`src/hdl/alsl_pkg.sv`:
```
// Shared types, codes and constants of the adaptive share limiter.
package alsl_pkg;

    // Operation codes of a request
    localparam logic [1:0] OP_IMPORT    = 2'd0;
    localparam logic [1:0] OP_ROUND_END = 2'd1;
    localparam logic [1:0] OP_RESTART   = 2'd2;

    // Configuration register indexes
    localparam int unsigned CFG_IDX_W  = 3;
    localparam int unsigned CFG_DATA_W = 20;
    localparam logic [CFG_IDX_W-1:0] CFG_LITERALS_PER_ROUND  = 3'd0;
    localparam logic [CFG_IDX_W-1:0] CFG_INITIAL_LIMIT       = 3'd1;
    localparam logic [CFG_IDX_W-1:0] CFG_ROUNDS_BEFORE_RAISE = 3'd2;
    localparam logic [CFG_IDX_W-1:0] CFG_UNDER_THRESHOLD     = 3'd3;
    localparam logic [CFG_IDX_W-1:0] CFG_OVER_THRESHOLD      = 3'd4;
    localparam logic [CFG_IDX_W-1:0] CFG_PRODUCER_COUNT      = 3'd5;

    // Register reset values
    localparam logic [19:0] LITERALS_RESET = 20'd1500;
    localparam logic [7:0]  LIMIT_RESET    = 8'd2;
    localparam logic [15:0] RAISE_RESET    = 16'd1;
    localparam logic [15:0] UNDER_RESET    = 16'd75;
    localparam logic [15:0] OVER_RESET     = 16'd98;
    localparam logic [3:0]  COUNT_RESET    = 4'd8;

    // Limit and usage bounds
    localparam logic [7:0]  LIMIT_MAX   = 8'd255;
    localparam logic [7:0]  LIMIT_FLOOR = 8'd2;
    localparam logic [15:0] USAGE_MAX   = 16'hFFFF;
    localparam int unsigned RESULT_CAP  = 8;

    // Divider widths
    localparam int unsigned DEN_W  = 20;
    localparam int unsigned QUOT_W = 16;

    typedef struct packed {
        logic [1:0]  operation;
        logic [2:0]  producer_index;
        logic [7:0]  clause_quality;
        logic [15:0] clause_size;
    } t_in_req;

    typedef struct packed {
        logic        accepted;
        logic [2:0]  which_producer;
        logic [7:0]  limit_now;
        logic [15:0] usage_percent;
        logic        last;
    } t_out_res;

    typedef struct packed {
        logic [19:0] literals_per_round;
        logic [7:0]  initial_limit;
        logic [15:0] rounds_before_raise;
        logic [15:0] under_threshold;
        logic [15:0] over_threshold;
        logic [3:0]  producer_count;
    } t_cfg;

    // Controller to datapath
    typedef struct packed {
        logic capture;
        logic walk_clear;
        logic import_do;
        logic restart_do;
        logic div_start;
        logic walk_emit;
        logic round_done;
    } t_cmd;

    // Datapath to controller
    typedef struct packed {
        logic out_free;
        logic div_done;
        logic walk_last;
    } t_sts;

endpackage

```
`src/hdl/adaptive_lbd_share_limiter_core.sv`:
```
// Top level of the adaptive quality-limit clause-sharing limiter.
// Import request: the result register loads once the output is free; new requests wait until then.
// Round-end request: per producer in use, the bit-serial usage divider runs (cut short
// when usage saturates), then the result waits for a free output; results in producer order.
// Restart request: no result. Configuration writes take effect next cycle.
// Synchronous active-low reset: limits to 2, counters and round to zero, registers to defaults.
module adaptive_lbd_share_limiter_core #(
    parameter int unsigned MAX_PRODUCERS = 8,
    parameter int unsigned COUNTER_BITS  = 24
) (
    input  logic                               i_clk,
    input  logic                               i_rst_n,
    input  logic                               i_in_valid,
    output logic                               o_in_stall,
    input  alsl_pkg::t_in_req                  i_in_req,
    output logic                               o_out_valid,
    input  logic                               i_out_stall,
    output alsl_pkg::t_out_res                 o_out_res,
    input  logic                               i_cfg_we,
    input  logic [alsl_pkg::CFG_IDX_W-1:0]     i_cfg_idx,
    input  logic [alsl_pkg::CFG_DATA_W-1:0]    i_cfg_data
);
    import alsl_pkg::*;

    // Only the first eight producers can ever be in use: hold at most that many entries
    localparam int unsigned TABLE_DEPTH =
        (MAX_PRODUCERS < RESULT_CAP) ? MAX_PRODUCERS : RESULT_CAP;

    t_cfg r_cfg;
    t_cmd cmd;
    t_sts sts;

    // Configuration registers; writes to unknown indexes are dropped
    always_ff @(posedge i_clk) begin
        if (!i_rst_n) begin
            r_cfg.literals_per_round  <= LITERALS_RESET;
            r_cfg.initial_limit       <= LIMIT_RESET;
            r_cfg.rounds_before_raise <= RAISE_RESET;
            r_cfg.under_threshold     <= UNDER_RESET;
            r_cfg.over_threshold      <= OVER_RESET;
            r_cfg.producer_count      <= COUNT_RESET;
        end else if (i_cfg_we) begin
            unique case (i_cfg_idx)
                CFG_LITERALS_PER_ROUND:  r_cfg.literals_per_round  <= i_cfg_data;
                CFG_INITIAL_LIMIT:       r_cfg.initial_limit       <= i_cfg_data[7:0];
                CFG_ROUNDS_BEFORE_RAISE: r_cfg.rounds_before_raise <= i_cfg_data[15:0];
                CFG_UNDER_THRESHOLD:     r_cfg.under_threshold     <= i_cfg_data[15:0];
                CFG_OVER_THRESHOLD:      r_cfg.over_threshold      <= i_cfg_data[15:0];
                CFG_PRODUCER_COUNT:      r_cfg.producer_count      <= i_cfg_data[3:0];
                default: ;
            endcase
        end
    end

    // Controller: takes one request at a time and sequences the datapath
    alsl_ctrl u_ctrl (
        .i_clk      (i_clk),
        .i_rst_n    (i_rst_n),
        .i_in_valid (i_in_valid),
        .i_in_op    (i_in_req.operation),
        .o_in_stall (o_in_stall),
        .i_sts      (sts),
        .o_cmd      (cmd)
    );

    // Datapath: tables, usage divider and the result register that decouples
    // the output side, so a new request is taken while a result still waits
    alsl_dp #(
        .TABLE_DEPTH  (TABLE_DEPTH),
        .COUNTER_BITS (COUNTER_BITS)
    ) u_dp (
        .i_clk       (i_clk),
        .i_rst_n     (i_rst_n),
        .i_cfg       (r_cfg),
        .i_in_req    (i_in_req),
        .i_cmd       (cmd),
        .o_sts       (sts),
        .o_out_valid (o_out_valid),
        .i_out_stall (i_out_stall),
        .o_out_res   (o_out_res)
    );

endmodule

```
`src/hdl/alsl_div.sv`:
```
// Iterative usage divider: 100 * count / divisor, one quotient bit per cycle.
module alsl_div #(
    parameter int unsigned COUNTER_BITS = 24
) (
    input  logic                              i_clk,
    input  logic                              i_rst_n,
    input  logic                              i_start,
    input  logic [COUNTER_BITS-1:0]           i_count,
    input  logic [alsl_pkg::DEN_W-1:0]        i_den,
    output logic                              o_done,
    output logic [alsl_pkg::QUOT_W-1:0]       o_quot,
    output logic                              o_big
);
    import alsl_pkg::*;

    localparam int unsigned NUM_W  = COUNTER_BITS + 7;
    localparam int unsigned HI_W   = NUM_W - QUOT_W;
    localparam int unsigned CMP_W  = (HI_W > DEN_W) ? HI_W : DEN_W;
    localparam int unsigned STEP_W = $clog2(QUOT_W);

    typedef enum logic [1:0] {
        DS_IDLE,
        DS_CHECK,
        DS_STEP
    } t_state;

    t_state              r_state;
    logic [NUM_W-1:0]    r_num;
    logic [DEN_W-1:0]    r_den;
    logic [DEN_W-1:0]    r_rem;
    logic [QUOT_W-1:0]   r_quot;
    logic [STEP_W-1:0]   r_step;
    logic                r_big;
    logic                r_done;

    logic [NUM_W-1:0]    count_ext;
    logic [NUM_W-1:0]    scaled;
    logic [CMP_W-1:0]    num_hi;
    logic [CMP_W-1:0]    den_ext;
    logic [DEN_W:0]      shifted;
    logic                fits;

    // 100 * count as shifts and adds
    assign count_ext = NUM_W'(i_count);
    assign scaled    = (count_ext << 6) + (count_ext << 5) + (count_ext << 2);

    // Quotient above 16 bits when the upper part already reaches the divisor
    assign num_hi  = CMP_W'(r_num[NUM_W-1:QUOT_W]);
    assign den_ext = CMP_W'(r_den);

    assign shifted = {r_rem, r_quot[QUOT_W-1]};
    assign fits    = shifted >= {1'b0, r_den};

    always_ff @(posedge i_clk) begin
        if (!i_rst_n) begin
            r_state <= DS_IDLE;
            r_done  <= 1'b0;
            r_big   <= 1'b0;
            r_step  <= '0;
        end else begin
            unique case (r_state)
                DS_IDLE: begin
                    r_done <= 1'b0;
                    if (i_start) begin
                        r_state <= DS_CHECK;
                    end
                end
                DS_CHECK: begin
                    r_step <= '0;
                    if (num_hi >= den_ext) begin
                        r_big   <= 1'b1;
                        r_done  <= 1'b1;
                        r_state <= DS_IDLE;
                    end else begin
                        r_big   <= 1'b0;
                        r_done  <= 1'b0;
                        r_state <= DS_STEP;
                    end
                end
                DS_STEP: begin
                    r_step <= r_step + STEP_W'(1);
                    if (r_step == STEP_W'(QUOT_W - 1)) begin
                        r_done  <= 1'b1;
                        r_state <= DS_IDLE;
                    end else begin
                        r_done  <= 1'b0;
                    end
                end
                default: begin
                    r_done  <= 1'b0;
                    r_state <= DS_IDLE;
                end
            endcase
        end
    end

    // Operand and partial remainder registers
    always_ff @(posedge i_clk) begin
        if (r_state == DS_IDLE && i_start) begin
            r_num <= scaled;
            r_den <= i_den;
        end
        if (r_state == DS_CHECK) begin
            r_rem  <= DEN_W'(num_hi);
            r_quot <= r_num[QUOT_W-1:0];
        end
        if (r_state == DS_STEP) begin
            r_rem  <= fits ? DEN_W'(shifted - {1'b0, r_den}) : shifted[DEN_W-1:0];
            r_quot <= {r_quot[QUOT_W-2:0], fits};
        end
    end

    assign o_done = r_done;
    assign o_quot = r_quot;
    assign o_big  = r_big;

    a_rem_below_den: assert property (@(posedge i_clk) disable iff (!i_rst_n)
        r_state == DS_STEP |-> r_rem < r_den)
        else $error("partial remainder reached the divisor");

    a_start_from_idle: assert property (@(posedge i_clk) disable iff (!i_rst_n)
        r_state == DS_CHECK |-> $past(i_start))
        else $error("divider left idle without a start");

endmodule

```
`src/hdl/alsl_ctrl.sv`:
```
// Sequencing controller: request decode, import issue and round-end walk.
module alsl_ctrl (
    input  logic            i_clk,
    input  logic            i_rst_n,
    input  logic            i_in_valid,
    input  logic [1:0]      i_in_op,
    output logic            o_in_stall,
    input  alsl_pkg::t_sts  i_sts,
    output alsl_pkg::t_cmd  o_cmd
);
    import alsl_pkg::*;

    typedef enum logic [2:0] {
        CS_IDLE,
        CS_IMPORT,
        CS_RESTART,
        CS_ROUND_START,
        CS_ROUND_WAIT,
        CS_ROUND_EMIT
    } t_state;

    t_state r_state;
    logic   take;

    assign o_in_stall = !i_rst_n || (r_state != CS_IDLE);
    assign take       = i_in_valid && !o_in_stall;

    always_ff @(posedge i_clk) begin
        if (!i_rst_n) begin
            r_state <= CS_IDLE;
        end else begin
            unique case (r_state)
                CS_IDLE: begin
                    if (take) begin
                        unique case (i_in_op)
                            OP_IMPORT:    r_state <= CS_IMPORT;
                            OP_ROUND_END: r_state <= CS_ROUND_START;
                            OP_RESTART:   r_state <= CS_RESTART;
                            default:      r_state <= CS_IDLE;
                        endcase
                    end
                end
                CS_IMPORT: begin
                    if (i_sts.out_free) begin
                        r_state <= CS_IDLE;
                    end
                end
                CS_RESTART: begin
                    r_state <= CS_IDLE;
                end
                CS_ROUND_START: begin
                    r_state <= CS_ROUND_WAIT;
                end
                CS_ROUND_WAIT: begin
                    if (i_sts.div_done) begin
                        r_state <= CS_ROUND_EMIT;
                    end
                end
                CS_ROUND_EMIT: begin
                    if (i_sts.out_free) begin
                        r_state <= i_sts.walk_last ? CS_IDLE : CS_ROUND_START;
                    end
                end
                default: begin
                    r_state <= CS_IDLE;
                end
            endcase
        end
    end

    always_comb begin
        o_cmd            = '0;
        o_cmd.capture    = take;
        o_cmd.walk_clear = take && (i_in_op == OP_ROUND_END);
        o_cmd.import_do  = (r_state == CS_IMPORT) && i_sts.out_free;
        o_cmd.restart_do = (r_state == CS_RESTART);
        o_cmd.div_start  = (r_state == CS_ROUND_START);
        o_cmd.walk_emit  = (r_state == CS_ROUND_EMIT) && i_sts.out_free;
        o_cmd.round_done = o_cmd.walk_emit && i_sts.walk_last;
    end

endmodule

```
`src/hdl/alsl_dp.sv`:
```
// Datapath: limit table, literal counters, round counter, divider and result register.
module alsl_dp #(
    parameter int unsigned TABLE_DEPTH  = 8,
    parameter int unsigned COUNTER_BITS = 24
) (
    input  logic                i_clk,
    input  logic                i_rst_n,
    input  alsl_pkg::t_cfg      i_cfg,
    input  alsl_pkg::t_in_req   i_in_req,
    input  alsl_pkg::t_cmd      i_cmd,
    output alsl_pkg::t_sts      o_sts,
    output logic                o_out_valid,
    input  logic                i_out_stall,
    output alsl_pkg::t_out_res  o_out_res
);
    import alsl_pkg::*;

    localparam int unsigned IDX_W = (TABLE_DEPTH > 1) ? $clog2(TABLE_DEPTH) : 1;

    logic [7:0]              r_limit [TABLE_DEPTH];
    logic [COUNTER_BITS-1:0] r_cnt   [TABLE_DEPTH];
    logic [31:0]             r_round;
    logic [IDX_W-1:0]        r_walk;
    t_in_req                 r_req;
    logic                    r_out_valid;
    t_out_res                r_out;

    logic [3:0]              num_active;
    logic                    in_use;
    logic [IDX_W-1:0]        imp_idx;
    logic [7:0]              imp_lim;
    logic                    imp_pass;
    logic [COUNTER_BITS:0]   sum;
    logic [COUNTER_BITS-1:0] sat_sum;

    logic [DEN_W-1:0]        den;
    logic                    div_done;
    logic [QUOT_W-1:0]       quot;
    logic                    big;
    logic [7:0]              walk_lim;
    logic [7:0]              new_lim;
    logic                    raise_ok;
    logic                    below;
    logic                    above;
    logic                    walk_last;
    logic                    out_free;

    // Producers in use: zero counts as one, capped by the table
    assign num_active = (i_cfg.producer_count == 4'd0) ? 4'd1 :
                        (i_cfg.producer_count > 4'(TABLE_DEPTH)) ? 4'(TABLE_DEPTH) :
                        i_cfg.producer_count;

    // Import path
    assign in_use   = {1'b0, r_req.producer_index} < num_active;
    assign imp_idx  = IDX_W'(r_req.producer_index);
    assign imp_lim  = in_use ? r_limit[imp_idx] : 8'd0;
    assign imp_pass = in_use && (r_req.clause_quality <= imp_lim);
    assign sum      = {1'b0, r_cnt[imp_idx]} + (COUNTER_BITS + 1)'(r_req.clause_size);
    assign sat_sum  = sum[COUNTER_BITS] ? '1 : sum[COUNTER_BITS-1:0];

    // Round-end path
    assign den = (i_cfg.literals_per_round == '0) ? DEN_W'(1) : i_cfg.literals_per_round;

    alsl_div #(
        .COUNTER_BITS (COUNTER_BITS)
    ) u_div (
        .i_clk   (i_clk),
        .i_rst_n (i_rst_n),
        .i_start (i_cmd.div_start),
        .i_count (r_cnt[r_walk]),
        .i_den   (den),
        .o_done  (div_done),
        .o_quot  (quot),
        .o_big   (big)
    );

    assign walk_lim  = r_limit[r_walk];
    assign raise_ok  = {16'd0, i_cfg.rounds_before_raise} < r_round;
    assign below     = !big && (quot < i_cfg.under_threshold);
    assign above     = big || (quot > i_cfg.over_threshold);
    assign walk_last = (4'(r_walk) + 4'd1) == num_active;

    always_comb begin
        new_lim = walk_lim;
        priority if (raise_ok && below) begin
            if (walk_lim != LIMIT_MAX) begin
                new_lim = walk_lim + 8'd1;
            end
        end else if (above) begin
            if (walk_lim > LIMIT_FLOOR) begin
                new_lim = walk_lim - 8'd1;
            end
        end else begin
            new_lim = walk_lim;
        end
    end

    assign out_free = !r_out_valid || !i_out_stall;

    always_ff @(posedge i_clk) begin
        if (!i_rst_n) begin
            for (int i = 0; i < TABLE_DEPTH; i++) begin
                r_limit[i] <= LIMIT_RESET;
                r_cnt[i]   <= '0;
            end
            r_round     <= '0;
            r_walk      <= '0;
            r_out_valid <= 1'b0;
        end else begin
            if (i_cmd.import_do || i_cmd.walk_emit) begin
                r_out_valid <= 1'b1;
            end else if (!i_out_stall) begin
                r_out_valid <= 1'b0;
            end
            if (i_cmd.walk_clear) begin
                r_walk <= '0;
            end
            if (i_cmd.import_do && imp_pass) begin
                r_cnt[imp_idx] <= sat_sum;
            end
            if (i_cmd.walk_emit) begin
                r_limit[r_walk] <= new_lim;
                if (!walk_last) begin
                    r_walk <= r_walk + IDX_W'(1);
                end
            end
            if (i_cmd.round_done) begin
                for (int i = 0; i < TABLE_DEPTH; i++) begin
                    r_cnt[i] <= '0;
                end
                if (r_round != '1) begin
                    r_round <= r_round + 32'd1;
                end
            end
            if (i_cmd.restart_do) begin
                for (int i = 0; i < TABLE_DEPTH; i++) begin
                    r_limit[i] <= i_cfg.initial_limit;
                    r_cnt[i]   <= '0;
                end
                r_round <= '0;
            end
        end
    end

    // Request and result payload
    always_ff @(posedge i_clk) begin
        if (i_cmd.capture) begin
            r_req <= i_in_req;
        end
        if (i_cmd.import_do) begin
            r_out.accepted       <= imp_pass;
            r_out.which_producer <= r_req.producer_index;
            r_out.limit_now      <= imp_lim;
            r_out.usage_percent  <= '0;
            r_out.last           <= 1'b1;
        end else if (i_cmd.walk_emit) begin
            r_out.accepted       <= 1'b0;
            r_out.which_producer <= 3'(r_walk);
            r_out.limit_now      <= new_lim;
            r_out.usage_percent  <= big ? USAGE_MAX : quot;
            r_out.last           <= walk_last;
        end
    end

    assign o_sts.out_free  = out_free;
    assign o_sts.div_done  = div_done;
    assign o_sts.walk_last = walk_last;
    assign o_out_valid     = r_out_valid;
    assign o_out_res       = r_out;

    a_load_when_free: assert property (@(posedge i_clk) disable iff (!i_rst_n)
        (i_cmd.import_do || i_cmd.walk_emit) |-> out_free)
        else $error("result register overwritten while held");

    a_walk_advance: assert property (@(posedge i_clk) disable iff (!i_rst_n)
        (i_cmd.walk_emit && !walk_last) |=> r_walk == $past(r_walk) + IDX_W'(1))
        else $error("producer walk did not advance");

    a_round_clears: assert property (@(posedge i_clk) disable iff (!i_rst_n)
        i_cmd.round_done |=> r_cnt[0] == '0)
        else $error("literal counter not cleared at round end");

    a_single_load: assert property (@(posedge i_clk) disable iff (!i_rst_n)
        !(i_cmd.import_do && i_cmd.walk_emit))
        else $error("import and round-end result loaded together");

endmodule
```
`config.mk`:
```
export PLATFORM = sky130hd
export DESIGN_NAME = adaptive_lbd_share_limiter_core
export DESIGN_NICKNAME = d
export VERILOG_FILES = /design/src/hdl/alsl_pkg.sv /design/src/hdl/adaptive_lbd_share_limiter_core.sv /design/src/hdl/alsl_div.sv /design/src/hdl/alsl_ctrl.sv /design/src/hdl/alsl_dp.sv
export SDC_FILE = /design/constraint.sdc
export NUM_CORES = 1
export LEC_CHECK = 0
export ABC_AREA = 1
export BUFFER_PORTS_ARGS = -buffer_cell sky130_fd_sc_hd__buf_2
export CORE_ASPECT_RATIO = 0.75
export CORE_MARGIN = 3
export CORE_UTILIZATION = 50
export CTS_BUF_LIST = sky130_fd_sc_hd__clkbuf_4
export DETAILED_ROUTE_END_ITERATION = 6
export MAX_ROUTING_LAYER = met4
export PLACE_DENSITY = 0.66
export REMOVE_ABC_BUFFERS = 1
export SLEW_MARGIN = 15
export SYNTH_ARGS = -nofsm -noshare
export SYNTH_HDL_FRONTEND = slang
export SYNTH_SLANG_ARGS = --single-unit
```
`constraint.sdc`:
```
create_clock -name i_clk -period 9.6 [get_ports i_clk]
set_clock_uncertainty 0.15 [all_clocks]
set_input_delay 0.96 -clock i_clk [delete_from_list [all_inputs] [get_ports i_clk]]
set_output_delay 0.96 -clock i_clk [all_outputs]
set_load 0.02 [all_outputs]
```
# Word-level counts from Yosys, hierarchy flattened

Memory sizes are Yosys's and may differ from the RTL's. A register that Yosys moved wholly into a read port is not among the register bits.
Index checks and enable logic that the tools add are counted.

Register bits: 270
Memory bits (writable): 256
Bits of input ports: 57
Output and inout port bits: 31
Word-level logic and storage cells: 220
Memories kept: 2

$add $sub $neg: 10
Order comparisons: 9
Equal/unequal tests: 25
Muxes and demuxes: 83
Bitwise logic cells: 25
Reductions and logical operators: 40

Memory list:

| memory       | depth | width | read ports | clocked after Yosys merged registers in | write ports | RTL line      | text |
|---|---|---|---|---|---|---|---|
| u_dp.r_cnt   | 8     | 24    | 2          | 2                                       | 8           | alsl_dp.sv:21 | `logic [COUNTER_BITS-1:0] r_cnt [TABLE_DEPTH];` |
| u_dp.r_limit | 8     | 8     | 2          | 2                                       | 8           | alsl_dp.sv:20 | `logic [7:0] r_limit [TABLE_DEPTH];` |

Operators by type and width:

| kind                  | count |
|---|---|
| $mux 24               | 18 |
| $mux 8                | 14 |
| $mux 20               | 3 |
| $mux 29               | 2 |
| $mux 16               | 3 |
| $mux 3                | 13 |
| $add 32x1->32 const B | 1 |
| $lt 16x32->1          | 1 |
| $ne 32x32->1 const B  | 1 |
| $add 30x29->31        | 1 |
| $add 31x26->31        | 1 |
| $add 24x16->25        | 1 |
| $or 1x1->1            | 24 |
| $reduce_or 24->1      | 1 |
| $ge 21x20->1          | 1 |
| $ge 15x20->1          | 1 |
| $logic_not 20->1      | 1 |
| $sub 20x20->20        | 1 |
| $mux 1                | 19 |
| $gt 16x16->1          | 1 |
| $lt 16x16->1          | 1 |
| $reduce_and 2->1      | 8 |
| $pmux 3 s5            | 1 |
| $eq 3x2->1 const B    | 4 |
| other kinds (35)      | 70 |

# Depth between registers and ports, before layout

Depth after elaboration: 13
Gate-level depth with buffers: 28
Gate-level depth less buffers: 23

# Cells and area by module

Synthesis repeated with hierarchy kept, for this count alone.

Cell total of the unflattened synthesis: 4,069
Area total of the unflattened synthesis: 31,816.8 um2

By module, submodules not included:

| module                          | times used | cells an instance | area an instance (um2) | sequential area each (um2) |
|---|---|---|---|---|
| alsl_dp                         | 1          | 2,627             | 21,008.9               | 9,979.6 |
| alsl_div                        | 1          | 929               | 7,269.5                | 2,712.6 |
| adaptive_lbd_share_limiter_core | 1          | 455               | 3,213.1                | 1,601.5 |
| alsl_ctrl                       | 1          | 58                | 325.3                  | 60.1 |

# Worst setup path before layout

Ideal clock, no wire load.

Path type: flip-flop to flip-flop
Start point: reg u_dp.r_walk[0] (netlist name)
End point: reg u_dp.u_div.r_num[25] (data pin)
Library setup time: 259 ps
Arrival time: 3,895 ps
Required time: 9,191 ps
Path slack: 5,296 ps
Cell stages (with the launch flop): 19
Buffers on the path: 4
Clock period less this slack: 4,304 ps
Cell sequence: dfxtp_1 buf_6 buf_6 nor3_1 clkbuf_1 clkbuf_1 a22oi_1 o2111ai_1 fa_1 ha_1 nand3_1 a21oi_1 nor2_1 o21ai_0 a21boi_0 o21ai_0 nand2_1 nand2_1 xor2_1

RTL lines:

| item                 | RTL line        | text |
|---|---|---|
| end signal, assigned | alsl_div.sv:100 | `r_num <= scaled;` |
| end, declared        | alsl_div.sv:28  | `logic [NUM_W-1:0] r_num;` |

==> impl_metrics.py <==
metrics = {
    "worst_setup_path": {
        "crit_arrival_ns": 7.44,
        "worstSetupPathType": "flop to flop",
        "end_kind": "flop",
        "setup_crit_start_kind": "flop",
        "worst-path-max-fanout": 49,
        "crit_required_ns": 10.20,
    },
    "cells_and_area": {
        "final_cell_area_um2": 33900,
        "most-common-layout-cells": "sky130_fd_sc_hd__nand2_1, sky130_fd_sc_hd__nor2_1, sky130_fd_sc_hd__inv_1",
        "nets": 4125,
        "post_route_cells_drive_above_1_share_pct": 10.7,
        "areaGrowthSynthToFinish_pct": 10.3,
        "fillerInstances": 5674,
        "final_common_cell": "sky130_fd_sc_hd__nand2_1",
    },
    "place": {
        "io_buffers": 87,
        "gp_congestion": 0.946,
        "place_area_um2": 31800,
        "placement.setup.worst_slack_ns": 3.06,
        "place_hpwl_um": 67200,
    },
    "routing": {
        "detail_route.iter0.violations": 3946,
        "detail_route.drc_violations": 0,
        "met2WireLength_um": 38700,
        "routed.top_layer": "met4",
        "detail-route-antenna-nets": 0,
        "wl_met3_um": 11600,
        "num_vias": 27500,
        "drt_wl_total_um": 97700,
        "drt_pass1_iterations": 7,
        "avgViaCountPerCell": 5.71,
        "met1_routed_length_um": 45200,
        "wl_per_cell_um": 20.3,
    },
    "pwr": {
        "seqPwrFrac_pct": 37.5,
        "power-per-cell-area_nw_per_um2": 224,
        "vdd.ir_drop.worst_uv": 128,
        "cell_internal_pwr_mw": 4.56,
        "post-layout-total-power_mw": 7.59,
        "combPwrFrac_pct": 35.2,
        "power.static_leakage_nw": 14.9,
        "netSwitchingFraction_pct": 40.0,
        "pwr-share-clk_pct": 27.3,
        "p_sw_mw": 3.04,
    },
    "floorplan": {
        "num_rows": 78,
        "initial_core_util_pct": 50.7,
        "die-height_um": 221,
        "die_x_um": 292,
        "placeableCoreArea_um2": 60700,
        "num_ports": 88,
        "design.die.area_um2": 64600,
    },
    "cts": {
        "cts_tree": "built",
        "holdBufCountCts": 28,
        "tritoncts.num_buffers": 137,
        "worst_skew_pair.late_latency_ns": 1.03,
        "cts_sinks": 527,
        "cts_root_buf": "sky130_fd_sc_hd__clkbuf_4",
        "post_cts_buffers": 0,
        "post_cts.resized_instances": 0,
        "clk_pin_slew_worst_paths_ns": 0.06,
        "h-tree-depth": 4,
        "cts.path.max_buffers": 3,
    },
    "timing": {
        "final_critical_path_setup_slack_ns": 2.76,
        "rsz0062_at_grt": "false",
        "minimum_hold_slack_ns": 0.0754,
        "finalCritPeriodShare_pct": 71.3,
        "slew_headroom_pct": 27.7,
        "setup_viol_count_final": 0,
        "final_max_slew_viol_count": 0,
        "fmax_mhz": 146,
        "layout_min_cycle_time_ns": 6.84,
        "finalHoldViolCount": 0,
        "worstMarginPinSlew_ns": 1.08,
        "setup-tns-final_ns": 0,
    },
    "synth": {
        "syn_avg_cell_area_um2": 8.17,
        "yosysSeqAreaShare_pct": 46.6,
        "synth_top_area_cell": "sky130_fd_sc_hd__edfxtp_1",
        "synth_top_cells_by_area": "sky130_fd_sc_hd__edfxtp_1, sky130_fd_sc_hd__nand2_1, sky130_fd_sc_hd__dfxtp_1",
        "synth_cells": 3765,
        "postSynth.topFlopCell": "sky130_fd_sc_hd__edfxtp_1",
        "synth.ff_latch_count": 527,
        "synth.cell_area_um2": 30800,
        "synth-warning-count": 0,
        "share_of_async_settable_or_async_resettable_flops_after_synthesis_pct": 0,
        "post_synth_edffs": 380,
        "yosys_cell_types": 59,
        "synth_top_area_share_pct": 37.1,
    },
    "run": {
        "cap_violations": 0,
    },
    "global_routing": {
        "grt_pass1_vias": 25100,
        "global_route.usage.total_pct": 30.6,
        "grt_first_pass_wirelength_um": 148000,
        "grt_start_max_net_pins": 77,
        "grt_remaining_overflow": 0,
        "antenna_found_initial": 2,
    },
    "outcome": {
        "status": "completed",
    },
    "worst_hold_path": {
        "holdCritPathClass": "input pin to flop",
    },
}
[power groups by stage]
stage	Clock [mW]	Sequential (mW)	Combinational [mW]
after detailed placement	0	2.89	2.58
final	2.07	2.85	2.67
after global placement	0	2.89	2.57
after global routing	2.23	2.86	2.93
after floorplan	0	2.91	1.73
after CTS	2.10	2.84	2.60
[routing by layer]
layer	track usage (%)	vias to the layer above
met5	-	-
met4	8.99	0
met3	6.80	191
met2	40.1	1564
met1	46.8	12700
li1	-	13000
[final cells by class]
type	count	area (um^2)	area share, %
sequential	527	14400	42.3
multi-input combinational	2662	14200	41.8
inverter	414	1560	4.59
tap	800	1000	2.95
timing repair buffer	156	1020	3.02
antenna	5	12.5	0.0369
clock inverter	43	307	0.903
clock buffer	200	1500	4.42
[critical path, stage by stage (launching register included)]
cell and delay [ns]:
sky130_fd_sc_hd__dfxtp_2 0.99, sky130_fd_sc_hd__inv_2 0.54, sky130_fd_sc_hd__nor3_4 0.56, sky130_fd_sc_hd__clkinv_1 0.98, sky130_fd_sc_hd__o2111ai_1 0.94, sky130_fd_sc_hd__fa_1 0.54
sky130_fd_sc_hd__ha_1 0.39, sky130_fd_sc_hd__a21oi_1 0.23, sky130_fd_sc_hd__nor2_1 0.06, sky130_fd_sc_hd__a211oi_1 0.29, sky130_fd_sc_hd__o21ai_0 0.18, sky130_fd_sc_hd__a21oi_1 0.28
sky130_fd_sc_hd__o21ai_0 0.19, sky130_fd_sc_hd__nand2_1 0.11, sky130_fd_sc_hd__nand2_1 0.07, sky130_fd_sc_hd__nand2_1 0.06, sky130_fd_sc_hd__nand2_1 0.05
[cell usage after synthesis (all sizes together), types with 4 or more instances]
cell type and instances:
nand2 899, nor2 475, inv 408, edfxtp 380, o21ai 331, a21oi 234, nand3 174, dfxtp 147
ha 147, clkbuf 122, xor2 65, nor3 44, buf 40, nand4 37, o22ai 36, a221oi 26
a31oi 25, o211ai 24, fa 23, xnor2 21, nor4 20, a211oi 12, a22oi 12, a21o 9
a21boi 6, clkinv 6, o2111ai 6, o21bai 6, o2bb2ai 6, or2 5, o21a 4
[flip-flops by register name, indices dropped and copies added, names as in the netlist, 2 cells and up, named ones only]
name / flops
u_dp.r_cnt: 192
r_cfg: 80
u_dp.r_limit: 64
u_dp.r_round: 32
u_dp.o_out_res: 29
u_dp.u_div.r_num: 29
u_dp.r_req: 24
u_dp.u_div.den_ext: 20
u_dp.u_div.r_rem: 20
u_dp.u_div.o_quot: 16
u_dp.u_div.r_step: 4
u_ctrl.r_state: 3
u_dp.imp_idx: 3
u_dp.r_walk: 3
u_dp.u_div.r_state: 2
[cell families after synthesis]
| family | synth area share [%] |
|---|---|
| compound gates | 13.7 |
| buf+inv | 7.44 |
| simple gates | 22.3 |
| fa+ha+maj | 7.47 |
| xor+xnor | 2.45 |
| flops | 46.6 |
[metrics by stage]
step | std cells | util [%]
after detailed placement | 4531 | 52.4
after global routing | 4806 | 55.9
after floorplan | 3603 | -
after global placement | 4531 | 52.4
after CTS | 4802 | 55.9
final | 4807 | 55.9
[final timing paths]
check	cells after the start	slack, ns	from	to
setup / recovery	16	2.76	u_dp.r_walk[0]	u_dp.u_div.r_num[30]
hold / removal	3	0.08	i_out_stall	u_dp.o_out_valid
setup reg to reg	16	2.76	u_dp.r_walk[0]	u_dp.u_div.r_num[30]
hold reg to reg	0	0.28	r_cfg[70]	u_dp.u_div.den_ext[10]
No activity file was read; power rests on OpenSTA's default activity.
